$ cat config.mk
export PLATFORM = sky130hd
export DESIGN_NAME = sorted_chain_hash_table_top
export DESIGN_NICKNAME = d
export VERILOG_FILES = /design/src/rtl/scht_pkg.sv /design/src/rtl/scht_ram.sv /design/src/rtl/scht_datapath.sv /design/src/rtl/scht_ctrl.sv /design/src/rtl/sorted_chain_hash_table_top.sv
export SDC_FILE = /design/constraint.sdc
export NUM_CORES = 2
export LEC_CHECK = 0
export BUFFER_PORTS_ARGS = -buffer_cell sky130_fd_sc_hd__buf_2
export CAP_MARGIN = 30
export CORE_ASPECT_RATIO = 0.8
export CORE_MARGIN = 4
export CORE_UTILIZATION = 30
export CTS_CLUSTER_DIAMETER = 80
export DETAILED_ROUTE_END_ITERATION = 12
export GPL_ROUTABILITY_DRIVEN = 0
export PLACE_DENSITY = 0.45
export REMOVE_ABC_BUFFERS = 1
export SKIP_LAST_GASP = 1
export SLEW_MARGIN = 20
export SYNTH_ARGS = -nofsm -noshare
export SYNTH_HDL_FRONTEND = slang
export SYNTH_SLANG_ARGS = --single-unit
$ cat constraint.sdc
create_clock -name i_clk -period 13.9 [get_ports i_clk]
set_clock_uncertainty 0.05 [all_clocks]
set_input_delay 2.78 -clock i_clk [delete_from_list [all_inputs] [get_ports i_clk]]
set_output_delay 2.78 -clock i_clk [all_outputs]
set_load 0.03 [all_outputs]
$ cat src/rtl/scht_pkg.sv
// Shared types, constants and codes of the sorted-chain hash table.
package scht_pkg;

    localparam int unsigned KEY_W     = 31;
    localparam int unsigned BKT_W     = 4;
    localparam int unsigned MAX_BKTS  = 16;
    localparam int unsigned CHAIN_D   = 8;
    localparam int unsigned IDX_W     = 3;
    localparam int unsigned CNT_W     = 4;
    localparam int unsigned ADDR_W    = BKT_W + IDX_W;
    localparam int unsigned MEM_D     = MAX_BKTS * CHAIN_D;
    localparam int unsigned NB_W      = 5;
    localparam int unsigned HCNT_W    = 5;
    localparam int unsigned PADDR_W   = 3;

    // operation codes
    typedef enum logic [2:0] {
        FN_INSERT = 3'd0,
        FN_SEARCH = 3'd1,
        FN_DELETE = 3'd2,
        FN_UPDATE = 3'd3,
        FN_DUMP   = 3'd4
    } t_func;

    // result status codes
    typedef enum logic [2:0] {
        ST_OK    = 3'd0,
        ST_MISS  = 3'd1,
        ST_FULL  = 3'd2,
        ST_EMPTY = 3'd3,
        ST_BAD   = 3'd4
    } t_status;

    typedef enum logic [1:0] {
        CB_B   = 2'd0,
        CB_NB  = 2'd1,
        CB_SEL = 2'd2
    } t_cb_sel;

    typedef enum logic [1:0] {
        AD_CUR  = 2'd0,
        AD_PREV = 2'd1,
        AD_NEXT = 2'd2
    } t_addr_sel;

    typedef enum logic [4:0] {
        S_IDLE,
        S_DECODE,
        S_HASH_K,
        S_HASH_N,
        S_DUMP_CHK,
        S_DUMP_CNT,
        S_DUMP_RD,
        S_DUMP_EMIT,
        S_FIND_RD,
        S_FIND_CMP,
        S_INS_START,
        S_INS_RD,
        S_INS_CMP,
        S_INS_WR,
        S_REM_RD,
        S_REM_WR,
        S_EMIT
    } t_state;

    typedef struct packed {
        logic [2:0]       func;
        logic [KEY_W-1:0] key;
        logic [KEY_W-1:0] new_key;
        logic [BKT_W-1:0] bucket_sel;
    } t_in_word;

    typedef struct packed {
        logic [2:0]       status;
        logic [BKT_W-1:0] bucket;
        logic [3:0]       position;
        logic [KEY_W-1:0] key_out;
        logic             last;
    } t_out_word;

    // controller to datapath
    typedef struct packed {
        logic      load;
        logic      hash_start;
        logic      hash_nkey;
        logic      set_b;
        logic      set_nb;
        logic      cb_load;
        t_cb_sel   cb_sel;
        logic      tgt_nkey;
        logic      i_clr;
        logic      i_load_cnt;
        logic      i_inc;
        logic      i_dec;
        logic      rd_en;
        logic      wr_en;
        logic      wr_tgt;
        t_addr_sel addr_sel;
        logic      cnt_inc;
        logic      cnt_dec;
        logic      pos_found;
        logic      pos_ins;
        logic      full_save;
        logic      st_load;
        t_status   st_val;
        logic      emit;
        logic      emit_dump;
    } t_cmd;

    // datapath to controller
    typedef struct packed {
        t_func func;
        logic  hash_done;
        logic  i_eq_cnt;
        logic  i_zero;
        logic  i1_ge_cnt;
        logic  cnt_zero;
        logic  cnt_full;
        logic  rd_eq;
        logic  rd_gt;
        logic  b_eq_nb;
        logic  full_nb;
        logic  sel_bad;
        logic  out_free;
        logic  dump_last;
    } t_stat;

endpackage

$ cat src/rtl/scht_ram.sv
// Generic single-write, single-read RAM with registered read data.
module scht_ram #(
    parameter int unsigned WIDTH = 8,
    parameter int unsigned DEPTH = 16
) (
    input  logic                     i_clk,
    input  logic                     i_we,
    input  logic [$clog2(DEPTH)-1:0] i_waddr,
    input  logic [WIDTH-1:0]         i_wdata,
    input  logic                     i_re,
    input  logic [$clog2(DEPTH)-1:0] i_raddr,
    output logic [WIDTH-1:0]         o_rdata
);

    logic [WIDTH-1:0] r_mem [DEPTH];
    logic [WIDTH-1:0] r_rdata;

    always_ff @(posedge i_clk) begin
        if (i_we) begin
            r_mem[i_waddr] <= i_wdata;
        end
        if (i_re) begin
            r_rdata <= r_mem[i_raddr];
        end
    end

    assign o_rdata = r_rdata;

endmodule

$ cat src/rtl/scht_datapath.sv
// Datapath: key store, chain counts, modulo unit, config register, result register.
module scht_datapath (
    input  logic                           i_clk,
    input  logic                           i_rst_n,
    input  scht_pkg::t_cmd                 i_cmd,
    output scht_pkg::t_stat                o_stat,
    input  scht_pkg::t_in_word             i_data,
    output scht_pkg::t_out_word            o_data,
    output logic                           o_valid,
    input  logic                           i_stall,
    input  logic                           psel,
    input  logic                           penable,
    input  logic                           pwrite,
    input  logic [scht_pkg::PADDR_W-1:0]   paddr,
    input  logic [31:0]                    pwdata,
    output logic [31:0]                    prdata
);

    // input word held for the whole operation
    logic [2:0]                   r_func;
    logic [scht_pkg::KEY_W-1:0]   r_key;
    logic [scht_pkg::KEY_W-1:0]   r_nkey;
    logic [scht_pkg::BKT_W-1:0]   r_sel;

    logic [scht_pkg::NB_W-1:0]    r_num;
    logic [scht_pkg::NB_W-1:0]    eff;

    logic [scht_pkg::KEY_W-1:0]   r_div;
    logic [scht_pkg::BKT_W-1:0]   r_rem;
    logic [scht_pkg::HCNT_W-1:0]  r_hcnt;
    logic [scht_pkg::NB_W-1:0]    trial;

    logic [scht_pkg::BKT_W-1:0]   r_b;
    logic [scht_pkg::BKT_W-1:0]   r_nb;
    logic [scht_pkg::BKT_W-1:0]   r_cb;
    logic [scht_pkg::KEY_W-1:0]   r_tgt;
    logic [scht_pkg::CNT_W-1:0]   r_i;
    logic [scht_pkg::CNT_W-1:0]   r_pos;
    logic                         r_full_nb;
    scht_pkg::t_status            r_st;

    logic [scht_pkg::CNT_W-1:0]   r_cnt [scht_pkg::MAX_BKTS];
    logic [scht_pkg::CNT_W-1:0]   cur_cnt;
    logic [scht_pkg::CNT_W-1:0]   i_p1;
    logic [scht_pkg::CNT_W-1:0]   i_m1;
    logic [scht_pkg::IDX_W-1:0]   idx;
    logic [scht_pkg::ADDR_W-1:0]  addr;
    logic [scht_pkg::KEY_W-1:0]   rdata;
    logic [scht_pkg::KEY_W-1:0]   wdata;

    scht_pkg::t_out_word          r_out;
    logic                         r_ovalid;
    logic                         out_free;

    // effective bucket count: zero reads as one, anything above the maximum is cut
    always_comb begin
        if (r_num == '0) begin
            eff = scht_pkg::NB_W'(1);
        end else if (r_num > scht_pkg::NB_W'(scht_pkg::MAX_BKTS)) begin
            eff = scht_pkg::NB_W'(scht_pkg::MAX_BKTS);
        end else begin
            eff = r_num;
        end
    end

    // config register
    always_ff @(posedge i_clk) begin
        if (!i_rst_n) begin
            r_num <= scht_pkg::NB_W'(scht_pkg::MAX_BKTS);
        end else if (psel && penable && pwrite && !paddr[2]) begin
            r_num <= pwdata[scht_pkg::NB_W-1:0];
        end
    end
    assign prdata = paddr[2] ? 32'd0 : {{(32-scht_pkg::NB_W){1'b0}}, r_num};

    // load the input word
    always_ff @(posedge i_clk) begin
        if (i_cmd.load) begin
            r_func <= i_data.func;
            r_key  <= i_data.key;
            r_nkey <= i_data.new_key;
            r_sel  <= i_data.bucket_sel;
        end
    end

    // restoring modulo, one dividend bit a cycle
    assign trial = {r_rem, r_div[scht_pkg::KEY_W-1]};
    always_ff @(posedge i_clk) begin
        if (!i_rst_n) begin
            r_hcnt <= '0;
        end else if (i_cmd.hash_start) begin
            r_hcnt <= scht_pkg::HCNT_W'(scht_pkg::KEY_W);
        end else if (r_hcnt != '0) begin
            r_hcnt <= r_hcnt - 1'b1;
        end
    end
    always_ff @(posedge i_clk) begin
        if (i_cmd.hash_start) begin
            r_div <= i_cmd.hash_nkey ? r_nkey : r_key;
            r_rem <= '0;
        end else if (r_hcnt != '0) begin
            r_div <= {r_div[scht_pkg::KEY_W-2:0], 1'b0};
            if (trial >= eff) begin
                r_rem <= scht_pkg::BKT_W'(trial - eff);
            end else begin
                r_rem <= scht_pkg::BKT_W'(trial);
            end
        end
    end

    // bucket, target and walk registers
    always_ff @(posedge i_clk) begin
        if (i_cmd.set_b) begin
            r_b <= r_rem;
        end
        if (i_cmd.set_nb) begin
            r_nb <= r_rem;
        end
        if (i_cmd.cb_load) begin
            // a bucket latched in the same cycle comes straight from the remainder
            unique case (i_cmd.cb_sel)
                scht_pkg::CB_B:   r_cb <= i_cmd.set_b ? r_rem : r_b;
                scht_pkg::CB_NB:  r_cb <= i_cmd.set_nb ? r_rem : r_nb;
                scht_pkg::CB_SEL: r_cb <= r_sel;
                default:          r_cb <= r_b;
            endcase
            r_tgt <= i_cmd.tgt_nkey ? r_nkey : r_key;
        end
        if (i_cmd.i_clr) begin
            r_i <= '0;
        end else if (i_cmd.i_load_cnt) begin
            r_i <= cur_cnt;
        end else if (i_cmd.i_inc) begin
            r_i <= i_p1;
        end else if (i_cmd.i_dec) begin
            r_i <= i_m1;
        end
        if (i_cmd.pos_found) begin
            r_pos <= i_p1;
        end else if (i_cmd.pos_ins) begin
            r_pos <= i_p1;
        end
        if (i_cmd.full_save) begin
            r_full_nb <= (cur_cnt >= scht_pkg::CNT_W'(scht_pkg::CHAIN_D));
        end
        if (i_cmd.st_load) begin
            r_st <= i_cmd.st_val;
        end
    end

    // chain counts, cleared at reset
    always_ff @(posedge i_clk) begin
        if (!i_rst_n) begin
            for (int k = 0; k < scht_pkg::MAX_BKTS; k++) begin
                r_cnt[k] <= '0;
            end
        end else if (i_cmd.cnt_inc) begin
            r_cnt[r_cb] <= cur_cnt + 1'b1;
        end else if (i_cmd.cnt_dec) begin
            r_cnt[r_cb] <= cur_cnt - 1'b1;
        end
    end
    assign cur_cnt = r_cnt[r_cb];

    assign i_p1 = r_i + 1'b1;
    assign i_m1 = r_i - 1'b1;

    always_comb begin
        unique case (i_cmd.addr_sel)
            scht_pkg::AD_CUR:  idx = r_i[scht_pkg::IDX_W-1:0];
            scht_pkg::AD_PREV: idx = i_m1[scht_pkg::IDX_W-1:0];
            scht_pkg::AD_NEXT: idx = i_p1[scht_pkg::IDX_W-1:0];
            default:           idx = r_i[scht_pkg::IDX_W-1:0];
        endcase
    end
    assign addr  = {r_cb, idx};
    assign wdata = i_cmd.wr_tgt ? r_tgt : rdata;

    scht_ram #(
        .WIDTH (scht_pkg::KEY_W),
        .DEPTH (scht_pkg::MEM_D)
    ) u_keys (
        .i_clk   (i_clk),
        .i_we    (i_cmd.wr_en),
        .i_waddr (addr),
        .i_wdata (wdata),
        .i_re    (i_cmd.rd_en),
        .i_raddr (addr),
        .o_rdata (rdata)
    );

    // result register
    assign out_free = !r_ovalid || !i_stall;
    always_ff @(posedge i_clk) begin
        if (!i_rst_n) begin
            r_ovalid <= 1'b0;
        end else if (i_cmd.emit || i_cmd.emit_dump) begin
            r_ovalid <= 1'b1;
        end else if (!i_stall) begin
            r_ovalid <= 1'b0;
        end
    end
    always_ff @(posedge i_clk) begin
        if (i_cmd.emit_dump) begin
            r_out.status   <= scht_pkg::ST_OK;
            r_out.bucket   <= r_sel;
            r_out.position <= i_p1;
            r_out.key_out  <= rdata;
            r_out.last     <= (i_p1 == cur_cnt);
        end else if (i_cmd.emit) begin
            r_out.status   <= r_st;
            r_out.bucket   <= (r_func == scht_pkg::FN_DUMP) ? r_sel : r_b;
            r_out.position <= (r_st == scht_pkg::ST_OK) ? r_pos : '0;
            r_out.key_out  <= '0;
            r_out.last     <= 1'b1;
        end
    end
    assign o_data  = r_out;
    assign o_valid = r_ovalid;

    // status to the controller
    assign o_stat.func      = scht_pkg::t_func'(r_func);
    assign o_stat.hash_done = (r_hcnt == '0);
    assign o_stat.i_eq_cnt  = (r_i == cur_cnt);
    assign o_stat.i_zero    = (r_i == '0);
    assign o_stat.i1_ge_cnt = (i_p1 >= cur_cnt);
    assign o_stat.cnt_zero  = (cur_cnt == '0);
    assign o_stat.cnt_full  = (cur_cnt >= scht_pkg::CNT_W'(scht_pkg::CHAIN_D));
    assign o_stat.rd_eq     = (rdata == r_tgt);
    assign o_stat.rd_gt     = (rdata > r_tgt);
    assign o_stat.b_eq_nb   = (r_b == r_nb);
    assign o_stat.full_nb   = r_full_nb;
    assign o_stat.sel_bad   = ({1'b0, r_sel} >= eff);
    assign o_stat.out_free  = out_free;
    assign o_stat.dump_last = (i_p1 == cur_cnt);

endmodule

$ cat src/rtl/scht_ctrl.sv
// Controller: sequences hashing, chain walks, shifts and result words.
module scht_ctrl (
    input  logic            i_clk,
    input  logic            i_rst_n,
    input  logic            i_valid,
    output logic            o_stall,
    output scht_pkg::t_cmd  o_cmd,
    input  scht_pkg::t_stat i_stat
);

    scht_pkg::t_state r_state;
    scht_pkg::t_state n_state;
    logic             r_upd2;
    logic             n_upd2;

    always_ff @(posedge i_clk) begin
        if (!i_rst_n) begin
            r_state <= scht_pkg::S_IDLE;
            r_upd2  <= 1'b0;
        end else begin
            r_state <= n_state;
            r_upd2  <= n_upd2;
        end
    end

    // next state and commands
    always_comb begin
        logic miss;
        logic found;
        n_state = r_state;
        n_upd2  = r_upd2;
        o_cmd   = '0;
        o_stall = 1'b1;
        miss    = 1'b0;
        found   = 1'b0;

        unique case (r_state)
            scht_pkg::S_IDLE: begin
                o_stall = 1'b0;
                if (i_valid) begin
                    o_cmd.load = 1'b1;
                    n_state    = scht_pkg::S_DECODE;
                end
            end
            scht_pkg::S_DECODE: begin
                priority if (i_stat.func == scht_pkg::FN_DUMP) begin
                    n_state = scht_pkg::S_DUMP_CHK;
                end else if (i_stat.func == scht_pkg::FN_INSERT ||
                             i_stat.func == scht_pkg::FN_SEARCH ||
                             i_stat.func == scht_pkg::FN_DELETE ||
                             i_stat.func == scht_pkg::FN_UPDATE) begin
                    o_cmd.hash_start = 1'b1;
                    n_state          = scht_pkg::S_HASH_K;
                end else begin
                    n_state = scht_pkg::S_IDLE;
                end
            end
            scht_pkg::S_HASH_K: begin
                if (i_stat.hash_done) begin
                    o_cmd.set_b = 1'b1;
                    n_upd2      = 1'b0;
                    if (i_stat.func == scht_pkg::FN_UPDATE) begin
                        o_cmd.hash_start = 1'b1;
                        o_cmd.hash_nkey  = 1'b1;
                        n_state          = scht_pkg::S_HASH_N;
                    end else begin
                        o_cmd.cb_load = 1'b1;
                        o_cmd.cb_sel  = scht_pkg::CB_B;
                        o_cmd.i_clr   = 1'b1;
                        n_state       = scht_pkg::S_FIND_RD;
                    end
                end
            end
            scht_pkg::S_HASH_N: begin
                if (i_stat.hash_done) begin
                    // first look for the new key in its own bucket
                    o_cmd.set_nb = 1'b1;
                    n_state      = scht_pkg::S_FIND_RD;
                end
            end
            scht_pkg::S_DUMP_CHK: begin
                if (i_stat.sel_bad) begin
                    o_cmd.st_load = 1'b1;
                    o_cmd.st_val  = scht_pkg::ST_BAD;
                    n_state       = scht_pkg::S_EMIT;
                end else begin
                    o_cmd.cb_load = 1'b1;
                    o_cmd.cb_sel  = scht_pkg::CB_SEL;
                    n_state       = scht_pkg::S_DUMP_CNT;
                end
            end
            scht_pkg::S_DUMP_CNT: begin
                if (i_stat.cnt_zero) begin
                    o_cmd.st_load = 1'b1;
                    o_cmd.st_val  = scht_pkg::ST_EMPTY;
                    n_state       = scht_pkg::S_EMIT;
                end else begin
                    o_cmd.i_clr = 1'b1;
                    n_state     = scht_pkg::S_DUMP_RD;
                end
            end
            scht_pkg::S_DUMP_RD: begin
                o_cmd.rd_en = 1'b1;
                n_state     = scht_pkg::S_DUMP_EMIT;
            end
            scht_pkg::S_DUMP_EMIT: begin
                if (i_stat.out_free) begin
                    o_cmd.emit_dump = 1'b1;
                    o_cmd.i_inc     = 1'b1;
                    n_state = i_stat.dump_last ? scht_pkg::S_IDLE : scht_pkg::S_DUMP_RD;
                end
            end
            scht_pkg::S_FIND_RD: begin
                if (i_stat.i_eq_cnt) begin
                    miss = 1'b1;
                end else begin
                    o_cmd.rd_en = 1'b1;
                    n_state     = scht_pkg::S_FIND_CMP;
                end
            end
            scht_pkg::S_FIND_CMP: begin
                priority if (i_stat.rd_eq) begin
                    found = 1'b1;
                end else if (i_stat.rd_gt) begin
                    miss = 1'b1;
                end else begin
                    o_cmd.i_inc = 1'b1;
                    n_state     = scht_pkg::S_FIND_RD;
                end
            end
            scht_pkg::S_INS_START: begin
                o_cmd.i_load_cnt = 1'b1;
                n_state          = scht_pkg::S_INS_RD;
            end
            scht_pkg::S_INS_RD: begin
                if (i_stat.i_zero) begin
                    n_state = scht_pkg::S_INS_WR;
                end else begin
                    o_cmd.rd_en    = 1'b1;
                    o_cmd.addr_sel = scht_pkg::AD_PREV;
                    n_state        = scht_pkg::S_INS_CMP;
                end
            end
            scht_pkg::S_INS_CMP: begin
                if (i_stat.rd_gt) begin
                    o_cmd.wr_en = 1'b1;
                    o_cmd.i_dec = 1'b1;
                    n_state     = scht_pkg::S_INS_RD;
                end else begin
                    n_state = scht_pkg::S_INS_WR;
                end
            end
            scht_pkg::S_INS_WR: begin
                o_cmd.wr_en   = 1'b1;
                o_cmd.wr_tgt  = 1'b1;
                o_cmd.cnt_inc = 1'b1;
                o_cmd.pos_ins = (i_stat.func == scht_pkg::FN_INSERT);
                o_cmd.st_load = 1'b1;
                o_cmd.st_val  = scht_pkg::ST_OK;
                n_state       = scht_pkg::S_EMIT;
            end
            scht_pkg::S_REM_RD: begin
                if (i_stat.i1_ge_cnt) begin
                    o_cmd.cnt_dec = 1'b1;
                    if (i_stat.func == scht_pkg::FN_UPDATE) begin
                        o_cmd.cb_load  = 1'b1;
                        o_cmd.cb_sel   = scht_pkg::CB_NB;
                        o_cmd.tgt_nkey = 1'b1;
                        n_state        = scht_pkg::S_INS_START;
                    end else begin
                        o_cmd.st_load = 1'b1;
                        o_cmd.st_val  = scht_pkg::ST_OK;
                        n_state       = scht_pkg::S_EMIT;
                    end
                end else begin
                    o_cmd.rd_en    = 1'b1;
                    o_cmd.addr_sel = scht_pkg::AD_NEXT;
                    n_state        = scht_pkg::S_REM_WR;
                end
            end
            scht_pkg::S_REM_WR: begin
                o_cmd.wr_en = 1'b1;
                o_cmd.i_inc = 1'b1;
                n_state     = scht_pkg::S_REM_RD;
            end
            scht_pkg::S_EMIT: begin
                if (i_stat.out_free) begin
                    o_cmd.emit = 1'b1;
                    n_state    = scht_pkg::S_IDLE;
                end
            end
            default: begin
                n_state = scht_pkg::S_IDLE;
            end
        endcase

        // the new-key lookup of an update starts in its own bucket
        if (r_state == scht_pkg::S_HASH_N && i_stat.hash_done) begin
            o_cmd.cb_load  = 1'b1;
            o_cmd.cb_sel   = scht_pkg::CB_NB;
            o_cmd.tgt_nkey = 1'b1;
            o_cmd.i_clr    = 1'b1;
        end

        // key not in the chain
        if (miss) begin
            unique case (i_stat.func)
                scht_pkg::FN_INSERT: begin
                    if (i_stat.cnt_full) begin
                        o_cmd.st_load = 1'b1;
                        o_cmd.st_val  = scht_pkg::ST_FULL;
                        n_state       = scht_pkg::S_EMIT;
                    end else begin
                        n_state = scht_pkg::S_INS_START;
                    end
                end
                scht_pkg::FN_UPDATE: begin
                    if (!r_upd2) begin
                        // new key absent: note room in its bucket, then find the old key
                        o_cmd.full_save = 1'b1;
                        o_cmd.cb_load   = 1'b1;
                        o_cmd.cb_sel    = scht_pkg::CB_B;
                        o_cmd.i_clr     = 1'b1;
                        n_upd2          = 1'b1;
                        n_state         = scht_pkg::S_FIND_RD;
                    end else begin
                        o_cmd.st_load = 1'b1;
                        o_cmd.st_val  = scht_pkg::ST_MISS;
                        n_state       = scht_pkg::S_EMIT;
                    end
                end
                default: begin
                    o_cmd.st_load = 1'b1;
                    o_cmd.st_val  = scht_pkg::ST_MISS;
                    n_state       = scht_pkg::S_EMIT;
                end
            endcase
        end

        // key found at the current index
        if (found) begin
            unique case (i_stat.func)
                scht_pkg::FN_SEARCH: begin
                    o_cmd.pos_found = 1'b1;
                    o_cmd.st_load   = 1'b1;
                    o_cmd.st_val    = scht_pkg::ST_OK;
                    n_state         = scht_pkg::S_EMIT;
                end
                scht_pkg::FN_DELETE: begin
                    o_cmd.pos_found = 1'b1;
                    n_state         = scht_pkg::S_REM_RD;
                end
                scht_pkg::FN_UPDATE: begin
                    if (!r_upd2) begin
                        o_cmd.st_load = 1'b1;
                        o_cmd.st_val  = scht_pkg::ST_MISS;
                        n_state       = scht_pkg::S_EMIT;
                    end else if (!i_stat.b_eq_nb && i_stat.full_nb) begin
                        o_cmd.st_load = 1'b1;
                        o_cmd.st_val  = scht_pkg::ST_FULL;
                        n_state       = scht_pkg::S_EMIT;
                    end else begin
                        o_cmd.pos_found = 1'b1;
                        n_state         = scht_pkg::S_REM_RD;
                    end
                end
                default: begin
                    // duplicate insert
                    o_cmd.st_load = 1'b1;
                    o_cmd.st_val  = scht_pkg::ST_MISS;
                    n_state       = scht_pkg::S_EMIT;
                end
            endcase
        end
    end

endmodule

$ cat src/rtl/sorted_chain_hash_table_top.sv
// Top level of the sorted-chain hash table: controller, datapath and wiring.
//
//   channel | valid   | stall   | payload
//   --------+---------+---------+-------------------------
//   input   | i_valid | o_stall | i_data  (t_in_word)
//   result  | o_valid | i_stall | o_data  (t_out_word)
//   config  | APB write/read of num_buckets at address 0
//
// One word at a time. Each key hash is a restoring modulo over the 31 key bits,
// run twice for an update; a chain walk reads and then compares each entry
// (registered RAM read), and a shift reads and then writes each moved key.
// Reset clears every chain count at once; no clearing pass is needed.
// A stalled result holds in the output register; the dump walk and the final result wait on it.
module sorted_chain_hash_table_top (
    input  logic                         i_clk,
    input  logic                         i_rst_n,
    input  logic                         i_valid,
    output logic                         o_stall,
    input  scht_pkg::t_in_word           i_data,
    output logic                         o_valid,
    input  logic                         i_stall,
    output scht_pkg::t_out_word          o_data,
    input  logic                         psel,
    input  logic                         penable,
    input  logic                         pwrite,
    input  logic [scht_pkg::PADDR_W-1:0] paddr,
    input  logic [31:0]                  pwdata,
    output logic [31:0]                  prdata,
    output logic                         pready
);

    scht_pkg::t_cmd  cmd;
    scht_pkg::t_stat stat;

    assign pready = 1'b1;

    scht_ctrl u_ctrl (
        .i_clk   (i_clk),
        .i_rst_n (i_rst_n),
        .i_valid (i_valid),
        .o_stall (o_stall),
        .o_cmd   (cmd),
        .i_stat  (stat)
    );

    scht_datapath u_dp (
        .i_clk   (i_clk),
        .i_rst_n (i_rst_n),
        .i_cmd   (cmd),
        .o_stat  (stat),
        .i_data  (i_data),
        .o_data  (o_data),
        .o_valid (o_valid),
        .i_stall (i_stall),
        .psel    (psel),
        .penable (penable),
        .pwrite  (pwrite),
        .paddr   (paddr),
        .pwdata  (pwdata),
        .prdata  (prdata)
    );

endmodule
==> metrics.md <==
| Metric | Value |
|---|---|
| CTS tree | `yes` |
| RSZ-0062 raised after global routing | `no` |
| Power density over the cells | `191 mW/mm2` |
| Synth cell count leaders | `edfxtp_1 (4246), nand2_1 (1064), a21oi_1 (559)` |
| Worst-Skew Late Latency | `~1.0 ns` |
| Clk root buf | `clkbuf_16` |
| Via count | `between 100k and 150k` |
| Number of buffers created by CTS | `423` |
| Period utilisation layout | `73.1%` |
| Via density | `5.74` |
| Gr usage total | `a little under a quarter` |
| Final Setup Violations | `0` |
| Layout cell share with drive strength beyond 1 | `14.7%` |
| Outcome | `completed` |
| Post-route antenna net violation count | `0` |
| Clk slew on worst S/H paths | `about 0.06 ns` |
| Synthesis Warnings | `0` |
| Synth Instances | `10200` |
| Wirelength per Cell | `36.4 um` |
| Data required, critical path | `14.58 ns` |
| IO Count | `189` |
| Initial antenna violation count | `79` |
| Maximum VDD drop | `0.179 mV` |
| Fin. max-slew vios | `0` |
| Initial Util | `30.2%` |
| Hold Crit Class | `flip-flop to flip-flop` |
| Setup crit end kind | `flip-flop` |
| Worst Path Class, Setup | `flip-flop to flip-flop` |
| Iter 0 DRT Violations | `18000` |
| Critical Path Source Type | `flip-flop` |
| Sequential area share after synthesis | `roughly four fifths` |
| Synth top area share | `77.7%` |
| Layout area overhead | `16.7%` |
| Largest net degree at the start of global routing | `101` |
| Post-synth EDFFs | `4246` |
| Worst-Margin Slew | `between 1 and 1.5 ns` |
| Post-route setup TNS | `0 ns` |
| First drt pass iteration count | `9` |
| DP HPWL | `393000 um` |
| Fraction of registers with async set/reset | `0%` |
| Largest cells by area after synthesis | `edfxtp_1 (78%), mux2i_1 (3.1%), nand2_1 (2.4%)` |
| Vias in the first global route | `slightly below 100k` |
| Die height | `669 um` |
| Maximum fanout along the worst path | `slightly below 50` |
| Nets | `approximately 11000` |
| Placed insts | `roughly 17000` |
| Die area | `0.559 mm2` |
| Max Cap Violations | `0` |
| Overflow after GRT | `0` |
| Clock sink count | `approximately 4300` |
| First-pass GRT wire length | `877000 um` |
| # rows | `242` |
| Max Buffers Root-to-Sink | `4` |
| Area leader, netlist | `edfxtp_1` |
| Leakage | `0.0596 uW` |
| H-tree depth | `5` |
| Register bit total from synthesis | `~4300` |
| Fin. Hold Viols | `0` |
| Synth Cell Area | `0.164 mm2` |
| Max-slew headroom | `16.8%` |
| Worst EP arrival | `10.85 ns` |
| Non-filler cells, final | `18200` |
| Post-CTS Setup Inserts | `0` |
| Max frequency | `a little under 100 MHz` |
| # resized after CTS | `0` |
| Post-synth cell types | `80` |
| WL final | `around 660000 um` |
| Top-count cell post-synth | `edfxtp_1` |
| Post-layout min period | `10.17 ns` |
| PortBufs | `between 100 and 150` |
| DR DRC count | `0` |
| Hold Buf Count CTS | `0` |
| Die X | `835 um` |
| Commonest register cell after synthesis | `edfxtp_1` |
| Core ar. | `~0.54 mm2` |
| Avg Inst Size Synth | `around 16 um2` |
metal layers:
metal	global-route usage [%]	routed length, um
met5	0	425
met4	6.97	23400
met3	6.21	82900
met2	32.5	277000
met1	33.5	278000
flip-flops by register name, summed over array words and instances, names as in the netlist, 5 cells and up, named ones only:
register / count
u_dp.u_keys.r_mem: 3968
u_dp.r_nkey: 31
u_ctrl.r_state: 5
u_dp.r_hcnt: 5
u_dp.r_num: 5
u_dp.o_data: 43
u_dp.r_tgt: 31
u_dp.r_key: 31
u_dp.u_keys.o_rdata: 31
u_dp.r_cnt: 64
u_dp.r_div: 31
per-stage QoR:
stage | cell area [um2] | hold WS [ns] | utilization [%] | setup WS, ns | power (uW)
floorplan | 161000 | 0.391 | - | -29.48 | 22100
global placement | 177000 | 0.408 | 32.5 | 4.01 | 25000
detailed placement | 177000 | 0.430 | 32.6 | 4.08 | 25100
CTS | 191000 | 0.440 | 35.1 | 4.01 | 36500
global route | 191000 | 0.464 | 35.2 | 3.61 | 37600
finish | 191000 | 0.445 | 35.2 | 3.73 | 36600
power breakdown:
group          switching (uW)  internal, uW  leakage (uW)
Sequential                195         14800        0.0387
Clock                    5080          6380       0.00658
Combinational            7510          2670        0.0143
final timing paths:
check / from / to / slack (ns) / cells after the start
worst min register to register: u_dp.r_hcnt[1] / u_dp.r_hcnt[1] / 0.45 / 2
worst min-delay path: u_dp.r_hcnt[1] / u_dp.r_hcnt[1] / 0.45 / 2
worst max-delay path: u_dp.r_i[1] / u_dp.u_keys.o_rdata[26] / 3.73 / 21
worst max register to register: u_dp.r_i[1] / u_dp.u_keys.o_rdata[26] / 3.73 / 21
worst max-delay path: stages, from the launching register on:
cell      delay [ns]
dfxtp_1         1.01
clkinv_1        0.24
ha_1            0.85
ha_1            0.37
nor2b_1         0.13
o21a_1          0.16
o21ai_0         0.22
nand2_1         0.13
or2_2           0.45
inv_1           0.16
ha_1            0.52
a22oi_1         0.18
or3_1           0.60
nand2_4         0.43
buf_4           0.61
buf_4           0.74
mux2i_1         0.26
o21ai_0         0.10
o21ai_1         0.79
nand4_1         0.48
nor4_2          1.08
nand4_1         0.16
placed cells by master, fill, tap and decap left out, drive strengths merged, types with 200 or more instances in the layout:
cell type / n
a21oi: 559
a221oi: 259
a222oi: 243
a22oi: 351
buf: 702
clkbuf: 515
clkinv: 200
edfxtp: 4246
mux2i: 505
nand2: 1064
nor2: 446
o21ai: 311
o22ai: 263
logic make-up after synthesis:
kind of cell | count (synthesis) | share of synthesized area, %
simple gates | 2056 | 5.35
fa+ha+maj | 53 | 0.413
other cells | 2 | 0.00458
flops | 4286 | 78.2
mux | 550 | 3.51
xor+xnor | 15 | 0.0801
compound gates | 2440 | 10.4
buf+inv | 777 | 2.02
cell type report:
class	count	area (um2)
diodes	24	60.1
clock buffers	512	11100
clock inverters	264	2470
fillers	51300	352000
inverters	64	240
multi-input cells	5142	34400
flip-flops and latches	4286	128000
well taps	7198	9010
repair buffers	707	5820
(Power assumes the default switching activity.)
